[config.mk]
export PLATFORM = sky130hd
export DESIGN_NAME = ptb_ram
export DESIGN_NICKNAME = d
export VERILOG_FILES = /design/src/design/ptb_ram.sv
export SDC_FILE = /design/constraint.sdc
export NUM_CORES = 1
export LEC_CHECK = 0
export BUFFER_PORTS_ARGS = -buffer_cell sky130_fd_sc_hd__buf_2
export CAP_MARGIN = 15
export CORE_AREA = 3 3 97 99
export CTS_CLUSTER_SIZE = 28
export DETAILED_ROUTE_END_ITERATION = 8
export DIE_AREA = 0 0 100 102
export PLACE_DENSITY = 0.78
export SLEW_MARGIN = 30
export SYNTH_ARGS = -nofsm -noshare
export SYNTH_HDL_FRONTEND = slang
export SYNTH_SLANG_ARGS = --single-unit
[constraint.sdc]
create_clock -name clk_i -period 2.3 [get_ports clk_i]
set_input_delay 0.46 -clock clk_i [delete_from_list [all_inputs] [get_ports clk_i]]
set_output_delay 0.46 -clock clk_i [all_outputs]
set_load 0.02 [all_outputs]
[src/design/ptb_ram.sv]
// Generic single-port-write, single-port-read RAM with a registered read.
// It depends on nothing else.
module ptb_ram #(
  parameter int WIDTH = 8,
  parameter int DEPTH = 16
) (
  input  logic                     clk_i,
  input  logic                     we_i,
  input  logic [$clog2(DEPTH)-1:0] waddr_i,
  input  logic [WIDTH-1:0]         wdata_i,
  input  logic [$clog2(DEPTH)-1:0] raddr_i,
  output logic [WIDTH-1:0]         rdata_o
);

  logic [WIDTH-1:0] mem [DEPTH];

  always_ff @(posedge clk_i) begin
    if (we_i) begin
      mem[waddr_i] <= wdata_i;
    end
    rdata_o <= mem[raddr_i];
  end

endmodule

==> results.cfg, run 1 <==
[run_status]
status = finished clean

[timing]
tightest_slew_ns = 0.8200
maxSlewViolCount = 0
fin_skew_ns = 0.008453
fin_crit_ns = 1.544
rsz0062_at_grt = false
final-hold-violation-count = 0
setup_viol = 0
max_freq_mhz = 647.8
setup_slack_ns = 0.7564
tns_ns = 0
post-route-period-util_pct = 67.11
slew-limit-headroom_pct = 45.13

[routing]
wire_per_inst_um = 24.63
firstDrtPassIters = 5
vias = 2486
avgViaCountPerCell = 6.184
ant_nets = 0
wirelength_mm = 9.901
drt-initial-drc-count = 226
drc = 0

[critical_path]
worstPathRequired_ns = 1.84
reg2reg_to = rdata_o[4]
critical_path_buf_inv_count = 1
cp_cell_sequence = buf_2
critPathKind = reg2out
crit_arrival_ns = 1.08
worstSetupEndpointType = output port
reg2reg_depth = 3
crit_cells = 1
critPathTopFamily = flip-flops
critPathLaunchType = flip-flop
cp-startpoint = rdata_o[6]
cpMaxStageDelayCell = dfxtp_1
timing.rr.start = mem[7][4]
slowest_delay_ns = 0.38
cp_max_fo = 1
rrSetupSlack_ns = 0.80

[synthesis]
synth_edf_count = 128
synth_adder_area_share_pct = 0
synth_warnings = 0
synth_top_family_by_area = multiplexers
synthesis.area_um2 = 5147
synthSimpleGateAreaFrac_pct = 3.184
synthCells = 229
synth_seq_area_share_pct = 77.78
synth_compound_area_share_pct = 2.333
syn_avg_cell_area_um2 = 22.48
yosysUniqueCellTypes = 19
synthXorXnorAreaFrac_pct = 0
synth_fp_nets = 247
async_reset_ff_share_pct = 0
synthMuxAreaShare_pct = 15.02
ys_dominant_reg_cell = edfxtp_1
synth-seq-cells = 136

[clock_network]
cts_buffers = 17
post_cts_resized = 0
htreeDepth = 4
cts_max_path_buffers = 2
ctsHoldBuffers = 0
cts_tree = built
cts_sinks = 136
clock_latency_ns = 0.51
root_buffer = clkbuf_8
post_cts_buffers = 0
clk_pin_slew_ns = 0.06

[place]
place_hpwl_mm = 5.749
port_buffers = 25
globalplace.congestion = 0.7468
place_ws_ns = 0.3922
place_inst = 370

[power]
leakage_nw = 2.101
powerDensity_nw_per_um2 = 959.0
power_mw = 5.846
ir_drop_mv = 0.7143

[grt]
grt_use_met2_pct = 34.43
grt_pass1_vias = 2572
antenna_found_initial = 0
top_usage_layer = met2
grt_max_degree = 33
met1_usage_pct = 28.97
met3_usage_pct = 7.713
grt_overflow_total = 0
grt_pass1_wl_mm = 15.37
track_usage_pct = 21.90

[layout]
nets = 299
n_antenna_cell = 0
stdcell_count = 402
area_delta_synth_final_pct = 18.42
layout-drive-gt1-share_pct = 30.95

[die]
io_pins = 26
die_area_um2 = 10200
die_w_um = 100
die_height_um = 102
rows = 34
core_um2 = 8636
start_util_pct = 59.61

[min_path]
hold_end = mem[2][6]
hold_class = in2reg
hold_depth = 1
hp-start = wdata_i[6]

[flow_run]
drv_cap = 0
-- through the flow --
stage	instance area (µm²)	util (%)	hold WS [ns]
global placement	5482	63.47	0.6580
CTS	6096	70.59	0.3084
floorplan	5147	-	0.5589
detailed placement	5482	63.47	0.6725
global route	6096	70.59	0.3175
finish	6096	70.59	0.3301
-- area by class of cell --
class,count,area (µm²)
sequential,136,4004
fill,495,2540
multi-input combinational,83,1057
clock buffer,23,466.7
timing repair buffer,43,285.3
clock inverter,9,147.6
tap,108,135.1
-- registers in the layout, summed over array words and instances (netlist names) --
signal,count
mem,128
rdata_o,8
-- cells by family (layout without fill, tap and decap cells) --
family | Yosys count | after routing
flip-flops | 136 | 136
AND/OR/NAND/NOR | 35 | 35
multiplexers | 32 | 32
AO/OA/AOI/OAI | 16 | 16
buffers and inverters | 10 | 75
-- layer usage --
layer / up-vias / part of all wire, %
met5: - / 0
met4: 0 / 2.0
met3: 18 / 6.8
met2: 116 / 52
met1: 1274 / 40
li1: 1078 / -
-- synth_stat cells, types with 3 or more instances --
cell type / instances / area [µm²]
edfxtp_1: 128 / 3844
mux4_2: 18 / 405.4
a22oi_1: 16 / 120.1
mux4_1: 14 / 367.9
nor2_1: 13 / 48.80
nand2_1: 9 / 33.78
dfxtp_1: 8 / 160.2
nor3_1: 4 / 20.02
buf_2: 3 / 15.01
buf_6: 3 / 33.78
clkdlybuf4s25_2: 3 / 30.03
-- worst max-delay path by stage --
stage	end	slack, ns
detailed placement	rdata_o[0]	0.39
CTS	rdata_o[6]	0.72
floorplan	mem[0][0]	0.35
global route	rdata_o[6]	0.69
finish	rdata_o[6]	0.76
global placement	rdata_o[0]	0.39
-- power by group --
part	internal, mW	total (mW)	switching, mW
sequential	2.77	2.79	0.0192
clock	1.84	2.78	0.945
combinational	0.111	0.270	0.160
-- cell usage in the layout, fill, tap and decap left out --
cell        Yosys  routed
nor2_1         13      13
a22oi_1        16      16
clkinv_2        0       4
nand3_1         1       1
edfxtp_1      128     128
and2b_1         1       1
nand2b_1        2       2
clkbuf_8        0       4
buf_2           3      25
nor3_1          4       4
nand2_1         9       9
mux4_2         18      18
buf_12          0       2
buf_4           1      16
mux4_1         14      14
and2_1          1       1
nor2b_1         1       1
clkbuf_16       0      16
or3b_2          1       1
clkinvlp_4      0       1
clkbuf_1        0       3
bufinv_16       0       4
dfxtp_1         8       8
nand3b_1        2       2
Note: power is estimated with default switching activity, not from simulation.
==> inputs of run 2 (changes only) <==
--- a/config.mk
+++ b/config.mk
@@ -7,11 +7,11 @@
 export LEC_CHECK = 0
 export BUFFER_PORTS_ARGS = -buffer_cell sky130_fd_sc_hd__buf_2
 export CAP_MARGIN = 15
-export CORE_AREA = 3 3 97 99
+export CORE_AREA = 3 3 102 104
 export CTS_CLUSTER_SIZE = 28
 export DETAILED_ROUTE_END_ITERATION = 8
-export DIE_AREA = 0 0 100 102
-export PLACE_DENSITY = 0.78
+export DIE_AREA = 0 0 105 107
+export PLACE_DENSITY = 0.74
 export SLEW_MARGIN = 30
 export SYNTH_ARGS = -nofsm -noshare
 export SYNTH_HDL_FRONTEND = slang
==> constraint.sdc (replaced) <==
create_clock -name clk_i -period 1.4 [get_ports clk_i]
set_input_delay 0.28 -clock clk_i [delete_from_list [all_inputs] [get_ports clk_i]]
set_output_delay 0.28 -clock clk_i [all_outputs]
set_load 0.02 [all_outputs]
==> run 2 against run 1 <==
Core utilization decreased by 5.2 points; clock-buffer cell count decreased by 3; setup slack got worse by 0.70 ns; via count up 1.4%; register-to-register slack worse by 0.74 ns; critical path type is now reg2reg; critical endpoint is now rdata_o[2].
==> results.cfg, run 2 (synthesis gave the netlist of run 1 again) <==
[run_status]
status = finished clean

[routing]
ant_nets = 0
drt-initial-drc-count = 182
drc = 0
wire_per_inst_um = 22.73
wirelength_mm = 10.00
firstDrtPassIters = 4
vias = 2521
avgViaCountPerCell = 5.730

[die]
core_um2 = 9639
die_w_um = 105
die_height_um = 107
die_area_um2 = 11240
start_util_pct = 53.40
rows = 36
io_pins = 26

[grt]
grt_max_degree = 17
grt_overflow_total = 0
grt_pass1_wl_mm = 15.70
track_usage_pct = 19.52
antenna_found_initial = 0
grt_pass1_vias = 2622

[clock_network]
cts_max_path_buffers = 2
root_buffer = clkbuf_8
cts_buffers = 17
cts_tree = built
htreeDepth = 4
clock_latency_ns = 0.51
cts_sinks = 136
clk_pin_slew_ns = 0.06
ctsHoldBuffers = 0

[timing]
whs_ns = 0.1601
fin_crit_ns = 1.341
rsz0062_at_grt = false
max_freq_mhz = 745.5
fin_skew_ns = 0.009688
slew-limit-headroom_pct = 47.31
maxSlewViolCount = 0
tightest_slew_ns = 0.7888
final-hold-violation-count = 0
post-route-period-util_pct = 95.81
setup_viol = 0
setup_slack_ns = 0.05860

[layout]
fillers = 637
largest-register = mem
finish.instance_area_um2 = 6307
reg.largest.list = mem: 128 flops, rdata_o: 8 flops
final_common_cell = edfxtp_1
n_antenna_cell = 0
fin_util_pct = 65.43
area_delta_synth_final_pct = 22.53
layout-drive-gt1-share_pct = 37.79
layout_common_cells = 128 x edfxtp_1, 25 x buf_2, 25 x buf_4
largest_reg_flops = 128
nets = 312

[place]
postPlaceCellArea_um2 = 5692
globalplace.congestion = 0.7545
place_hpwl_mm = 6.541
port_buffers = 25
place_ws_ns = -0.3758

[min_path]
hold_end = mem[7][4]
hp-start = wdata_i[4]
hold_depth = 1
hold_class = in2reg

[critical_path]
cp_cell_sequence = mux4_1 -> a22oi_2 -> nand2_1
worstPathRequired_ns = 1.80
reg2reg_to = rdata_o[2]
rrSetupSlack_ns = 0.06
slowest_delay_ns = 0.55
critPathKind = reg2reg
critPathLaunchType = flip-flop
reg2reg_depth = 3
cp_max_fo = 1
timing.rr.start = mem[0][2]
crit_arrival_ns = 1.74
cpMaxStageDelayCell = mux4_1
worstSetupEndpointType = flip-flop

[power]
power_mw = 9.446
leakage_nw = 2.171
ir_drop_mv = 0.9705
powerDensity_nw_per_um2 = 1498

[flow_run]
drv_cap = 0
## run 2: layout make-up
class | instances | area (µm²) | area share [%]
flip-flops and latches | 136 | 4004 | 63.48
multi-input cells | 83 | 1109 | 17.58
clock buffers | 20 | 445.4 | 7.062
repair buffers | 56 | 432.9 | 6.864
well taps | 133 | 166.4 | 2.638
clock inverters | 12 | 150.1 | 2.380
## run 2: worst max-delay path by stage
stage | start | to | slack [ns] | depth (start not counted)
floorplan | raddr_i[0] | rdata_o[1] | -0.02 | 5
global placement | raddr_i[0] | rdata_o[2] | -0.31 | 5
detailed placement | raddr_i[0] | rdata_o[2] | -0.38 | 5
CTS | mem[0][2] | rdata_o[2] | 0.03 | 3
global route | mem[0][5] | rdata_o[5] | 0.002 | 3
finish | mem[0][2] | rdata_o[2] | 0.06 | 3
## run 2: per-layer routing
metal / routed length (µm) / up-vias / track usage, % / part of all wire, %
met5: 0 / - / 0 / 0
met4: 109 / 0 / 5.623 / 1.1
met3: 597 / 8 / 5.298 / 6.0
met2: 5156 / 94 / 31.12 / 52
met1: 4140 / 1312 / 26.91 / 41
li1: - / 1107 / - / -
## run 2: worst max-delay path: cells and delay by family (launching register included)
family	cells	cell delay, ns
compound gates	1	0.23
simple gates	1	0.07
flops	1	0.38
mux	1	0.55
## run 2: what timing repair did
| action | 4_1_cts | 5_1_grt |
|---|---|---|
| setup endpoints to repair | 2 | 3 |
| setup buffers | 0 | 0 |
| resized for setup | 2 | 2 |
| pin swaps | 0 | 1 |
## run 2: per-stage QoR
step,TNS [ns],std cells
floorplan,-0.09294,229
finish,0,440
global placement,-5.263,408
global route,0,440
detailed placement,-7.574,408
CTS,0,440
## run 2: report_power, final
group / internal [mW] / switching, mW / leakage, nW
Sequential: 4.55 / 0.0281 / 1.22
Clock: 2.80 / 1.57 / 0.287
Combinational: 0.216 / 0.279 / 0.661
